**src/design/block_match_sad_best_vector_assert.svh**
```systemverilog
// Assertion macros shared by the block matching modules.
`ifndef BLOCK_MATCH_SAD_BEST_VECTOR_ASSERT_SVH
`define BLOCK_MATCH_SAD_BEST_VECTOR_ASSERT_SVH

`ifndef ASSERT_OFF
// Property checked on every clock edge outside reset; clk and rst_n come from the module.
`define BMSAD_ASSERT(label, prop) \
    label: assert property (@(posedge clk) disable iff (!rst_n) (prop)) \
        else $error("%m: assertion failed")
// Condition that must never hold outside reset.
`define BMSAD_NEVER(label, cond) \
    label: assert property (@(posedge clk) disable iff (!rst_n) !(cond)) \
        else $error("%m: forbidden condition seen")
`else
`define BMSAD_ASSERT(label, prop)
`define BMSAD_NEVER(label, cond)
`endif

`endif

```
**src/design/bmsad_pkg.sv**
```systemverilog
// Types and constants shared by the block matching SAD modules.
package bmsad_pkg;

    localparam int PIX_W    = 8;
    localparam int OFS_W    = 8;
    localparam int IDX_W    = 10;
    localparam int SAD_W    = 20;
    localparam int LEN_W    = 16;
    localparam int SQ_W     = 15;

    // Candidates with an index at or above this never become the kept one
    localparam int MAX_CANDIDATES = 1024;

    // Marker values for a block that ended with no kept candidate
    localparam logic [SAD_W-1:0] SAD_NONE = '1;
    localparam logic [IDX_W-1:0] IDX_NONE = '1;

    // Item as it sits in the queue between front and back
    typedef struct packed {
        logic [PIX_W-1:0]        diff;
        logic signed [OFS_W-1:0] dx;
        logic signed [OFS_W-1:0] dy;
        logic [IDX_W-1:0]        index;
        logic [LEN_W-1:0]        len;
        logic                    last_pixel;
        logic                    last_cand;
    } item_t;

endpackage

```
**src/design/bmsad_front.sv**
```systemverilog
// Front end: accepts pixel pairs, forms |cur - ref| and the squared offsets.
module bmsad_front
(
    input  logic                 clk,
    input  logic                 rst_n,
    input  logic                 in_valid,
    output logic                 in_ready,
    input  logic [7:0]           cur_pixel,
    input  logic [7:0]           ref_pixel,
    input  logic signed [7:0]    cand_dx,
    input  logic signed [7:0]    cand_dy,
    input  logic [9:0]           cand_index,
    input  logic                 last_pixel,
    input  logic                 last_cand,
    output logic                 q_valid,
    input  logic                 q_ready,
    output bmsad_pkg::item_t     q_item
);
    import bmsad_pkg::*;

    typedef struct packed {
        logic [PIX_W-1:0]        diff;
        logic signed [OFS_W-1:0] dx;
        logic signed [OFS_W-1:0] dy;
        logic [IDX_W-1:0]        index;
        logic [SQ_W-1:0]         dx_sq;
        logic [SQ_W-1:0]         dy_sq;
        logic                    last_pixel;
        logic                    last_cand;
    } stage_t;

    logic                         valid_reg;
    logic                         valid_next;
    stage_t                       stage_reg;
    stage_t                       stage_next;
    logic signed [2*OFS_W-1:0]    dx_prod;
    logic signed [2*OFS_W-1:0]    dy_prod;
    logic                         load;

    // Stage register frees when its item moves into the queue
    assign in_ready = !valid_reg || q_ready;
    assign load     = in_valid && in_ready;

    // Absolute difference and squares of the offsets
    always_comb
    begin
        dx_prod = cand_dx * cand_dx;
        dy_prod = cand_dy * cand_dy;
        stage_next.diff       = (cur_pixel > ref_pixel) ? cur_pixel - ref_pixel
                                                        : ref_pixel - cur_pixel;
        stage_next.dx         = cand_dx;
        stage_next.dy         = cand_dy;
        stage_next.index      = cand_index;
        stage_next.dx_sq      = SQ_W'(dx_prod);
        stage_next.dy_sq      = SQ_W'(dy_prod);
        stage_next.last_pixel = last_pixel;
        stage_next.last_cand  = last_cand;
    end

    always_comb
    begin
        if (load)
        begin
            valid_next = 1'b1;
        end
        else if (q_ready)
        begin
            valid_next = 1'b0;
        end
        else
        begin
            valid_next = valid_reg;
        end
    end

    always_ff @(posedge clk or negedge rst_n)
    begin
        if (!rst_n)
        begin
            valid_reg <= 1'b0;
        end
        else
        begin
            valid_reg <= valid_next;
        end
    end

    always_ff @(posedge clk)
    begin
        if (load)
        begin
            stage_reg <= stage_next;
        end
    end

    // Queue entry: vector length summed after the register
    always_comb
    begin
        q_valid           = valid_reg;
        q_item.diff       = stage_reg.diff;
        q_item.dx         = stage_reg.dx;
        q_item.dy         = stage_reg.dy;
        q_item.index      = stage_reg.index;
        q_item.len        = LEN_W'(stage_reg.dx_sq) + LEN_W'(stage_reg.dy_sq);
        q_item.last_pixel = stage_reg.last_pixel;
        q_item.last_cand  = stage_reg.last_cand;
    end

endmodule

```
**src/design/bmsad_queue.sv**
```systemverilog
// Short flip-flop queue that decouples the front end from the back end.
`include "block_match_sad_best_vector_assert.svh"

module bmsad_queue #(
    parameter int DEPTH = 4
)
(
    input  logic                 clk,
    input  logic                 rst_n,
    input  logic                 push_valid,
    output logic                 push_ready,
    input  bmsad_pkg::item_t     push_item,
    output logic                 pop_valid,
    input  logic                 pop_ready,
    output bmsad_pkg::item_t     pop_item
);
    import bmsad_pkg::*;

    localparam int PTR_W = (DEPTH > 1) ? $clog2(DEPTH) : 1;
    localparam int CNT_W = $clog2(DEPTH + 1);

    item_t              mem_reg [DEPTH];
    logic [PTR_W-1:0]   wr_ptr_reg;
    logic [PTR_W-1:0]   wr_ptr_next;
    logic [PTR_W-1:0]   rd_ptr_reg;
    logic [PTR_W-1:0]   rd_ptr_next;
    logic [CNT_W-1:0]   count_reg;
    logic [CNT_W-1:0]   count_next;
    logic               do_push;
    logic               do_pop;

    assign push_ready = (count_reg != CNT_W'(DEPTH));
    assign pop_valid  = (count_reg != '0);
    assign pop_item   = mem_reg[rd_ptr_reg];
    assign do_push    = push_valid && push_ready;
    assign do_pop     = pop_valid && pop_ready;

    // Pointer wrap and occupancy
    always_comb
    begin
        wr_ptr_next = wr_ptr_reg;
        rd_ptr_next = rd_ptr_reg;
        count_next  = count_reg;
        if (do_push)
        begin
            wr_ptr_next = (wr_ptr_reg == PTR_W'(DEPTH - 1)) ? '0 : wr_ptr_reg + 1'b1;
        end
        if (do_pop)
        begin
            rd_ptr_next = (rd_ptr_reg == PTR_W'(DEPTH - 1)) ? '0 : rd_ptr_reg + 1'b1;
        end
        if (do_push && !do_pop)
        begin
            count_next = count_reg + 1'b1;
        end
        else if (do_pop && !do_push)
        begin
            count_next = count_reg - 1'b1;
        end
    end

    always_ff @(posedge clk or negedge rst_n)
    begin
        if (!rst_n)
        begin
            wr_ptr_reg <= '0;
            rd_ptr_reg <= '0;
            count_reg  <= '0;
        end
        else
        begin
            wr_ptr_reg <= wr_ptr_next;
            rd_ptr_reg <= rd_ptr_next;
            count_reg  <= count_next;
        end
    end

    always_ff @(posedge clk)
    begin
        if (do_push)
        begin
            mem_reg[wr_ptr_reg] <= push_item;
        end
    end

    `BMSAD_ASSERT(a_count_bound, count_reg <= CNT_W'(DEPTH));
    `BMSAD_NEVER(a_ptr_mismatch, count_reg == '0 && wr_ptr_reg != rd_ptr_reg);

endmodule

```
**src/design/bmsad_back.sv**
```systemverilog
// Back end: SAD accumulation per candidate, best-candidate selection, result register.
`include "block_match_sad_best_vector_assert.svh"

module bmsad_back
(
    input  logic                 clk,
    input  logic                 rst_n,
    input  logic                 q_valid,
    output logic                 q_ready,
    input  bmsad_pkg::item_t     q_item,
    output logic                 out_valid,
    input  logic                 out_ready,
    output logic signed [7:0]    best_dx,
    output logic signed [7:0]    best_dy,
    output logic [19:0]          best_sad,
    output logic [9:0]           best_index
);
    import bmsad_pkg::*;

    // Closed candidate handed from accumulation to selection
    typedef struct packed {
        logic [SAD_W-1:0]        sad;
        logic signed [OFS_W-1:0] dx;
        logic signed [OFS_W-1:0] dy;
        logic [IDX_W-1:0]        index;
        logic [LEN_W-1:0]        len;
        logic                    last_cand;
    } close_t;

    logic [SAD_W-1:0]        acc_reg;
    logic [SAD_W-1:0]        acc_next;
    logic [SAD_W:0]          acc_sum;
    logic [SAD_W-1:0]        acc_sat;
    logic                    close_valid_reg;
    logic                    close_valid_next;
    close_t                  close_reg;
    logic                    close_take;
    logic                    close_free;
    logic                    close_load;
    logic                    pop;

    logic                    have_reg;
    logic                    have_next;
    logic [SAD_W-1:0]        kept_sad_reg;
    logic [SAD_W-1:0]        kept_sad_next;
    logic signed [OFS_W-1:0] kept_dx_reg;
    logic signed [OFS_W-1:0] kept_dx_next;
    logic signed [OFS_W-1:0] kept_dy_reg;
    logic signed [OFS_W-1:0] kept_dy_next;
    logic [IDX_W-1:0]        kept_index_reg;
    logic [IDX_W-1:0]        kept_index_next;
    logic [LEN_W-1:0]        kept_len_reg;
    logic [LEN_W-1:0]        kept_len_next;
    logic                    index_ok;
    logic                    take;
    logic                    emit;

    logic                    out_valid_reg;
    logic                    out_valid_next;
    logic signed [OFS_W-1:0] out_dx_reg;
    logic signed [OFS_W-1:0] out_dy_reg;
    logic [SAD_W-1:0]        out_sad_reg;
    logic [IDX_W-1:0]        out_index_reg;

    // Handshake chain: output slot -> selection stage -> accumulator pop
    assign emit       = close_valid_reg && close_reg.last_cand;
    assign close_take = close_valid_reg && (!close_reg.last_cand || !out_valid_reg || out_ready);
    assign close_free = !close_valid_reg || close_take;
    assign pop        = q_valid && (!q_item.last_pixel || close_free);
    assign q_ready    = !q_item.last_pixel || close_free;
    assign close_load = pop && q_item.last_pixel;

    // Saturating accumulate of one absolute difference
    always_comb
    begin
        acc_sum = {1'b0, acc_reg} + (SAD_W + 1)'(q_item.diff);
        acc_sat = acc_sum[SAD_W] ? SAD_NONE : acc_sum[SAD_W-1:0];
        if (pop)
        begin
            acc_next = q_item.last_pixel ? '0 : acc_sat;
        end
        else
        begin
            acc_next = acc_reg;
        end
    end

    always_comb
    begin
        if (close_load)
        begin
            close_valid_next = 1'b1;
        end
        else if (close_take)
        begin
            close_valid_next = 1'b0;
        end
        else
        begin
            close_valid_next = close_valid_reg;
        end
    end

    // Preference: lower SAD, then shorter vector, then lower or equal index
    always_comb
    begin
        index_ok = (32'(close_reg.index) < 32'(MAX_CANDIDATES));
        priority if (!have_reg)
        begin
            take = 1'b1;
        end
        else if (close_reg.sad != kept_sad_reg)
        begin
            take = (close_reg.sad < kept_sad_reg);
        end
        else if (close_reg.len != kept_len_reg)
        begin
            take = (close_reg.len < kept_len_reg);
        end
        else
        begin
            take = (close_reg.index <= kept_index_reg);
        end
    end

    // Kept candidate after this close, before the end-of-block clear
    always_comb
    begin
        have_next       = have_reg;
        kept_sad_next   = kept_sad_reg;
        kept_dx_next    = kept_dx_reg;
        kept_dy_next    = kept_dy_reg;
        kept_index_next = kept_index_reg;
        kept_len_next   = kept_len_reg;
        if (close_take && index_ok && take)
        begin
            have_next       = 1'b1;
            kept_sad_next   = close_reg.sad;
            kept_dx_next    = close_reg.dx;
            kept_dy_next    = close_reg.dy;
            kept_index_next = close_reg.index;
            kept_len_next   = close_reg.len;
        end
    end

    always_comb
    begin
        if (close_take && emit)
        begin
            out_valid_next = 1'b1;
        end
        else if (out_ready)
        begin
            out_valid_next = 1'b0;
        end
        else
        begin
            out_valid_next = out_valid_reg;
        end
    end

    always_ff @(posedge clk or negedge rst_n)
    begin
        if (!rst_n)
        begin
            acc_reg         <= '0;
            close_valid_reg <= 1'b0;
            have_reg        <= 1'b0;
            out_valid_reg   <= 1'b0;
        end
        else
        begin
            acc_reg         <= acc_next;
            close_valid_reg <= close_valid_next;
            have_reg        <= (close_take && emit) ? 1'b0 : have_next;
            out_valid_reg   <= out_valid_next;
        end
    end

    always_ff @(posedge clk)
    begin
        if (close_load)
        begin
            close_reg.sad       <= acc_sat;
            close_reg.dx        <= q_item.dx;
            close_reg.dy        <= q_item.dy;
            close_reg.index     <= q_item.index;
            close_reg.len       <= q_item.len;
            close_reg.last_cand <= q_item.last_cand;
        end
    end

    // Kept values; they only count while have_reg is set
    always_ff @(posedge clk)
    begin
        kept_sad_reg   <= kept_sad_next;
        kept_dx_reg    <= kept_dx_next;
        kept_dy_reg    <= kept_dy_next;
        kept_index_reg <= kept_index_next;
        kept_len_reg   <= kept_len_next;
    end

    // Result register, loaded at the end of a block
    always_ff @(posedge clk)
    begin
        if (close_take && emit)
        begin
            if (have_next)
            begin
                out_dx_reg    <= kept_dx_next;
                out_dy_reg    <= kept_dy_next;
                out_sad_reg   <= kept_sad_next;
                out_index_reg <= kept_index_next;
            end
            else
            begin
                out_dx_reg    <= '0;
                out_dy_reg    <= '0;
                out_sad_reg   <= SAD_NONE;
                out_index_reg <= IDX_NONE;
            end
        end
    end

    assign out_valid  = out_valid_reg;
    assign best_dx    = out_dx_reg;
    assign best_dy    = out_dy_reg;
    assign best_sad   = out_sad_reg;
    assign best_index = out_index_reg;

    `BMSAD_ASSERT(a_acc_clears, pop && q_item.last_pixel |=> acc_reg == '0);
    `BMSAD_ASSERT(a_block_restart, close_take && emit |=> !have_reg && out_valid_reg);
    `BMSAD_ASSERT(a_close_holds, close_valid_reg && !close_take |=> close_valid_reg && $stable(close_reg));

endmodule

```
**src/design/block_match_sad_best_vector.sv**
```systemverilog
// Top level of the block matching SAD best-vector search.
//
// Streams current/reference pixel pairs of one current block, grouped by
// candidate (tlast closes a candidate, tuser closes the block together with
// tlast), and returns one result item per block: the best vector, its SAD
// and its window index. One pair is accepted every clock cycle, sustained,
// while the output is not held up. A pair passes the front register, the
// queue and the close register in that order, and the result register
// loads at the end of a block; the result is offered once it has loaded.
// The queue of QUEUE_DEPTH items absorbs output stalls; an unread result
// only holds up input once the next block closes and the queue has filled.
module block_match_sad_best_vector #(
    parameter int QUEUE_DEPTH = 4
)
(
    input  logic        clk,
    input  logic        rst_n,
    input  logic        s_axis_tvalid,
    output logic        s_axis_tready,
    // cur_pixel[7:0], ref_pixel[15:8], cand_dx[23:16], cand_dy[31:24],
    // cand_index[41:32], zero fill [47:42]
    input  logic [47:0] s_axis_tdata,
    input  logic        s_axis_tlast,   // last_pixel
    input  logic        s_axis_tuser,   // last_cand
    output logic        m_axis_tvalid,
    input  logic        m_axis_tready,
    // best_dx[7:0], best_dy[15:8], best_sad[35:16], best_index[45:36],
    // zero fill [47:46]
    output logic [47:0] m_axis_tdata
);
    import bmsad_pkg::*;

    logic                    fq_valid;
    logic                    fq_ready;
    item_t                   fq_item;
    logic                    qb_valid;
    logic                    qb_ready;
    item_t                   qb_item;
    logic signed [OFS_W-1:0] best_dx;
    logic signed [OFS_W-1:0] best_dy;
    logic [SAD_W-1:0]        best_sad;
    logic [IDX_W-1:0]        best_index;

    bmsad_front u_front
    (
        .clk        (clk),
        .rst_n      (rst_n),
        .in_valid   (s_axis_tvalid),
        .in_ready   (s_axis_tready),
        .cur_pixel  (s_axis_tdata[7:0]),
        .ref_pixel  (s_axis_tdata[15:8]),
        .cand_dx    (s_axis_tdata[23:16]),
        .cand_dy    (s_axis_tdata[31:24]),
        .cand_index (s_axis_tdata[41:32]),
        .last_pixel (s_axis_tlast),
        .last_cand  (s_axis_tuser),
        .q_valid    (fq_valid),
        .q_ready    (fq_ready),
        .q_item     (fq_item)
    );

    bmsad_queue #(
        .DEPTH (QUEUE_DEPTH)
    ) u_queue
    (
        .clk        (clk),
        .rst_n      (rst_n),
        .push_valid (fq_valid),
        .push_ready (fq_ready),
        .push_item  (fq_item),
        .pop_valid  (qb_valid),
        .pop_ready  (qb_ready),
        .pop_item   (qb_item)
    );

    bmsad_back u_back
    (
        .clk        (clk),
        .rst_n      (rst_n),
        .q_valid    (qb_valid),
        .q_ready    (qb_ready),
        .q_item     (qb_item),
        .out_valid  (m_axis_tvalid),
        .out_ready  (m_axis_tready),
        .best_dx    (best_dx),
        .best_dy    (best_dy),
        .best_sad   (best_sad),
        .best_index (best_index)
    );

    // Result item packing, lowest field first
    assign m_axis_tdata = {2'b00, best_index, best_sad, best_dy, best_dx};

endmodule
```
**config.mk**
```make
export PLATFORM = sky130hd
export DESIGN_NAME = block_match_sad_best_vector
export DESIGN_NICKNAME = d
export VERILOG_FILES = /design/src/design/bmsad_pkg.sv /design/src/design/bmsad_front.sv /design/src/design/bmsad_queue.sv /design/src/design/bmsad_back.sv /design/src/design/block_match_sad_best_vector.sv
export VERILOG_INCLUDE_DIRS = /design/src /design/src/design
export SDC_FILE = /design/constraint.sdc
export NUM_CORES = 1
export LEC_CHECK = 0
export BUFFER_PORTS_ARGS = -buffer_cell sky130_fd_sc_hd__buf_2
export CORE_MARGIN = 1.5
export CORE_UTILIZATION = 40
export DETAILED_ROUTE_END_ITERATION = 8
export GPL_ROUTABILITY_DRIVEN = 0
export HOLD_SLACK_MARGIN = 0.08
export PLACE_DENSITY_LB_ADDON = 0.12
export RECOVER_POWER = 50
export REMOVE_ABC_BUFFERS = 1
export SLEW_MARGIN = 25
export SYNTH_ARGS = -nofsm -noshare
export SYNTH_HDL_FRONTEND = slang
export SYNTH_SLANG_ARGS = --single-unit
```
**constraint.sdc**
```tcl
create_clock -name clk -period 6.3 [get_ports clk]
set_input_delay 0.315 -clock clk [delete_from_list [all_inputs] [get_ports clk]]
set_output_delay 0.315 -clock clk [all_outputs]
set_load 0.05 [all_outputs]
```
Word-level counts from Yosys, hierarchy flattened
Memories as Yosys holds them, arrays and structs flattened.
Cells that the tools add are included.
Widths: inputs -> output; s select.
{"block": "op_classes", "order_cmp": 4, "n_mux": 24, "reduce_logical": 27, "n_eq_ne": 5, "add_sub_neg": 8, "mul": 2}
{"cell": "$mux 20", "n": 3}
{"cell": "$mul 8x8->15", "n": 2}
{"cell": "$mux 8", "n": 3}
{"cell": "$add 20x8->21", "n": 1}
{"cell": "$lt 20x20->1", "n": 1}
{"cell": "$ne 20x20->1", "n": 1}
{"cell": "$add 15x15->16", "n": 1}
{"cell": "$lt 16x16->1", "n": 1}
{"cell": "$ne 16x16->1", "n": 1}
{"cell": "$sub 8x8->8", "n": 2}
{"cell": "$mux 1", "n": 13}
{"cell": "$le 10x10->1", "n": 1}
{"cell": "$logic_and 1x1->1", "n": 10}
{"cell": "$mux 10", "n": 1}
{"cell": "$gt 8x8->1", "n": 1}
{"cell": "$reduce_bool 2->1", "n": 4}
{"cell": "$logic_not 1->1", "n": 7}
{"cell": "$mux 3", "n": 2}
{"cell": "$logic_or 1x1->1", "n": 5}
{"cell": "$add 2x1->2 const B", "n": 2}
{"cell": "$eq 2x2->1 const B", "n": 2}
{"cell": "$mux 2", "n": 2}
{"cell": "$add 3x1->3 const B", "n": 1}
{"cell": "$ne 3x3->1 const B", "n": 1}
{"cell": "other kinds (2)", "n": 2}
{"block": "word_totals", "ramBits": 208, "word_cells": 102, "memories": 1, "regBits": 268, "output_inout_bits": 50, "in_bits": 54}
{"name": "u_queue.mem_reg", "depth": 4, "word_bits": 52, "rd": 1, "rd_clocked_by_memory_dff": 0, "wr": 1, "line": "bmsad_queue.sv:22", "rtl": "item_t mem_reg [DEPTH];"}

Depth between registers and ports, before layout
{"block": "logic_depth", "depth_word": 10, "ltp_mapped": 19, "mapped_depth_nobuf": 19}

By module
A second synthesis with hierarchy kept.
{"block": "hier_totals", "hier_cells": 1692, "hier_area_um2": 23772.8}
{"mod": "bmsad_back", "cells_per_inst": 684, "area_per_inst_um2": 8627.0, "instances": 1, "seq_area_each_um2": 5250.0}
{"mod": "bmsad_queue", "cells_per_inst": 308, "area_per_inst_um2": 7928.9, "instances": 1, "seq_area_each_um2": 6421.2}
{"mod": "bmsad_front", "cells_per_inst": 697, "area_per_inst_um2": 7198.2, "instances": 1, "seq_area_each_um2": 1886.8}
{"mod": "block_match_sad_best_vector", "cells_per_inst": 3, "area_per_inst_um2": 18.8, "instances": 1, "seq_area_each_um2": 0.0}

Worst setup path after synthesis
No wires, ideal clock.
{"block": "synth_path", "path_kind": "flip-flop to flip-flop", "start": "reg u_queue.rd_ptr_reg[0]", "end": "reg u_back.close_reg[0] (netlist bit), enable pin", "arrival_time_ps": 4591, "setup_ps": 485, "n_path_buf": 2, "synth_period_minus_slack_ps": 5076, "slack_ps": 1224, "path_stages_with_launch": 7, "path_cell_list": "dfrtp_1 clkbuf_1 mux4_2 a41oi_1 clkinv_1 clkbuf_1 nor2_1"}
{"block": "synth_between", "elab_chain_cells": 5}
{"element": "from (decl)", "line": "bmsad_queue.sv:25", "rtl": "logic [PTR_W-1:0] rd_ptr_reg;"}
{"element": "from (signal assigned)", "line": "bmsad_queue.sv:73", "rtl": "rd_ptr_reg <= rd_ptr_next;"}
{"element": "$mem_v2 4x52 (*)"}
{"element": "$logic_not 1->1", "line": "bmsad_back.sv:69", "rtl": "assign pop = q_valid && (!q_item.last_pixel || close_free);"}
{"element": "$logic_or 1x1->1", "line": "bmsad_back.sv:69"}
{"element": "$logic_and 1x1->1", "line": "bmsad_back.sv:69"}
{"element": "$logic_and 1x1->1 (*)", "line": "bmsad_back.sv:71", "rtl": "assign close_load = pop && q_item.last_pixel;"}
{"element": "via u_back.close_load", "line": "bmsad_back.sv:39", "rtl": "logic close_load;"}
{"element": "to (decl)", "line": "bmsad_back.sv:36", "rtl": "close_t close_reg;"}
The timed path passes the listed nets; every way through them passes the cells marked *.
A chain may end at the register's enable or synchronous reset.

Worst setup path in the final report
{"block": "layout_path", "start": "in s_axis_tdata[27]", "end": "reg u_front.stage_reg[16] (netlist bit), data pin"}
{"block": "layout_between", "elab_chain_cells": 1}
{"element": "from (decl)", "line": "block_match_sad_best_vector.sv:22", "rtl": "input logic [47:0] s_axis_tdata,"}
{"element": "$mul 8x8->15", "line": "bmsad_front.sv:48", "rtl": "dy_prod = cand_dy * cand_dy;"}
{"element": "via u_front.dy_prod[14]", "line": "bmsad_front.sv:37", "rtl": "logic signed [2*OFS_W-1:0] dy_prod;"}
{"element": "to (signal assigned)", "line": "bmsad_front.sv:92", "rtl": "stage_reg <= stage_next;"}
{"element": "to (decl)", "line": "bmsad_front.sv:34", "rtl": "stage_t stage_reg;"}
The timed path passes the listed nets, and every way through them passes these cells.

==> flow_summary.toml <==
[route]
maxUsedRoutingLayer = "met4"
viasPerCell = 4.98
detail_route.wl_per_cell_um = 17.3
dr_total_vias = 12900
wl_met1_mm = 19.6
wl_met2_mm = 22.6
wl_met3_mm = 1.52
dr.pass1.iters = 4
ant_nets = 0
drc = 0
wirelength_mm = 44.5
drtIter0Drc = 646

[logic_synthesis]
synthAdderAreaFrac_pct = 14.8
synth.distinct_cells = 64
synth.area.top_cells = "edfxtp_1 51%, fa_1 7.5%, ha_1 7.3%"
yosys.area.top_type = "edfxtp_1"
synth-compound-area-share_pct = 7.13
synth_top_family_by_area = "adder cells"
synth_xor_area_share_pct = 2.35
yosys.area_share.simple_pct = 4.80
synth_edf_count = 395
yosysSeqAreaShare_pct = 57.8
netlist_area_um2 = 23500
ys.flop_type = "edfxtp_1"
synthMuxAreaShare_pct = 7.79
synth.avg_cell_area_um2 = 14.4
synth-seq-cells = 472
synthCells = 1633
synth.top_cell.area_share_pct = 50.6
synth.yosys.warnings = 0
synthArstFlopShare_pct = 6.57

[global_route]
grt_pass1_vias = 13500
grtUsageTotal_pct = 15.3
grt_pass1_wl_mm = 71.9
grt_overflow = 0
grt_max_degree = 53
antenna_found_initial = 0

[timing]
worstMarginPinSlew_ns = 2.95
slew_violations = 204
rsz0062_at_grt = "no"
fmax_mhz = 208
hold_ws_ns = 0.258
slew_headroom_pct = -96.8
timing.final.hold_violations = 0
finalCritPeriodShare_pct = 76.2
setup_ws_ns = 1.50
tns_ns = 0
finalSetupViolCount = 0
finClkSkew_ns = 0.0278
finalCriticalPeriod_ns = 4.80

[worst_setup_path]
cp_max_fo = 9
arrival_ns = 5.14
cp_slowest_cell = "fa_1"
crit_chain = "dlygate4sd3_1 -> clkbuf_1 -> inv_1 -> nor2_1 -> inv_1 -> fa_1 -> inv_1 -> fa_1 -> fa_1 -> inv_1 -> fa_1 -> inv_1 -> ha_1 -> a21oi_1 -> o21ai_0 -> a21o_1 -> a21oi_1 -> xnor2_1"
critical_path_class = "input port to register"
start_kind = "input port"
path_common_cell = "inv_1"
critPathMaxStageDelay_ns = 0.55
path_buf_inv = 7
required_ns = 6.64
crit_path_end_kind = "register"
critPathTopFamily = "adder cells"

[clock_network]
h-tree-depth = 2
postCtsSetupBuffers = 0
clockBufferDepth = 3
post_cts_resized = 0
clock-root-buffer = "clkbuf_16"
hold_buffers = 28
cts.sinks = 472
numCtsBuffers = 50
cts_tree = "done"
clkLatencyLatePin_ns = 0.59
clkTransAtPathRegs_ns = 0.06

[power_and_ir_drop]
p_per_area_nw_per_um2 = 557
vdd_drop_max_uv = 275
p_leak_uw = 0.0107
power_uw = 14800

[floorplanning]
rows = 88
design.die.area_um2 = 60100
io_pins = 104
core_area_um2 = 57800
fp.dieW_um = 245
start_util_pct = 40.6
die_y_um = 245

[outcome]
status = "complete, but fails checks"
violations = "max-capacitance violations, max-slew violations"

[finish]
syn2layout_area_growth_pct = 13.4
n_antenna_cell = 0
nets = 2051
largest_reg_flops = 208
fillers = 5238
layout.cells.most_common_list = "395 x edfxtp_1, 255 x inv_1, 136 x ha_1"
drive_gt1_share_pct = 12.2
final_common_cell = "edfxtp_1"
post-route-util_pct = 46.0

[placed_design]
port_buffers = 95
dp_slack_ns = 1.62
dp_hpwl_mm = 29.1

[worst_hold_path]
hp-class = "input port to register"

[run]
drv_cap = 7
[worst reg2reg max path, cell delays in order, from the launching register on]
cell and delay, ns:
dfrtp_1 1.48, mux4_2 0.48, ha_1 0.19, inv_1 0.06, fa_1 0.38, nor2b_1 0.15, o21ai_0 0.12, a21boi_0 0.24
o21ai_0 0.22, a211oi_1 0.76, nand2_1 0.17, mux2_2 0.32
[cells by family (layout without fill, tap and decap cells)]
group           after synthesis  count (layout)
simple gates                231             231
flops                       472             472
fa+ha+maj                   224             224
compound gates              223             223
buf+inv                     308             487
other cells                   1               2
xor+xnor                     63              63
mux                         111             111
[through the flow]
stage	area, um^2	instances
after global routing	26600	2578
after floorplan	23200	1583
final	26600	2578
after CTS	26700	2578
after detailed placement	24800	2458
after global placement	24800	2458
[synthesized netlist by cell type (12+ instances only)]
| master | count |
|---|---|
| edfxtp_1 | 395 |
| inv_1 | 256 |
| ha_1 | 136 |
| fa_1 | 88 |
| nand2_1 | 70 |
| mux4_2 | 52 |
| nor2_1 | 50 |
| dfxtp_1 | 46 |
| xnor2_1 | 45 |
| a21oi_1 | 42 |
| o21ai_0 | 39 |
| a21o_1 | 36 |
| and2_1 | 33 |
| dfrtp_1 | 31 |
| o32a_1 | 30 |
| mux2_2 | 28 |
| clkbuf_1 | 27 |
| mux2i_1 | 25 |
| nor2b_1 | 19 |
| xor2_1 | 18 |
| a22o_1 | 13 |
| nor3_1 | 12 |
[report_power, final]
| part | switching (uW) | internal, uW | leakage (uW) |
|---|---|---|---|
| Combinational | 3650 | 2420 | 0.00539 |
| Sequential | 551 | 5230 | 0.00450 |
| Clock | 1210 | 1760 | 0.000805 |
[worst paths after layout]
check | start | slack, ns | end | cells past startpoint
min in group asynchronous | rst_n | 0.83 | u_queue.count_reg[2] | 2
max | s_axis_tdata[27] | 1.50 | u_front.stage_reg[16] | 18
min reg2reg | u_back.close_reg[13] | 0.45 | u_back.kept_len_reg[12] | 0
min | s_axis_tdata[7] | 0.26 | u_front.q_item[51] | 3
max in group asynchronous | rst_n | 4.06 | u_queue.rd_ptr_reg[0] | 2
max reg2reg | u_queue.rd_ptr_reg[1] | 1.50 | u_back.close_reg[59] | 11
[layout make-up]
| type | count | area, um^2 | area share [%] |
|---|---|---|---|
| Inverter | 257 | 967 | 3.64 |
| Timing Repair Buffer | 138 | 768 | 2.89 |
| Sequential cell | 472 | 13600 | 51.0 |
| Clock inverter | 31 | 335 | 1.26 |
| Multi-Input combinational cell | 854 | 8670 | 32.6 |
| Tap cell | 765 | 957 | 3.60 |
| Clock buffer | 61 | 1340 | 5.05 |
[routing by layer]
layer	up-vias	track usage, %
li1	6132	-
met1	6497	19.3
met2	162	27.2
met3	59	2.71
met4	0	3.59
met5	-	0
(Power assumes the default switching activity.)
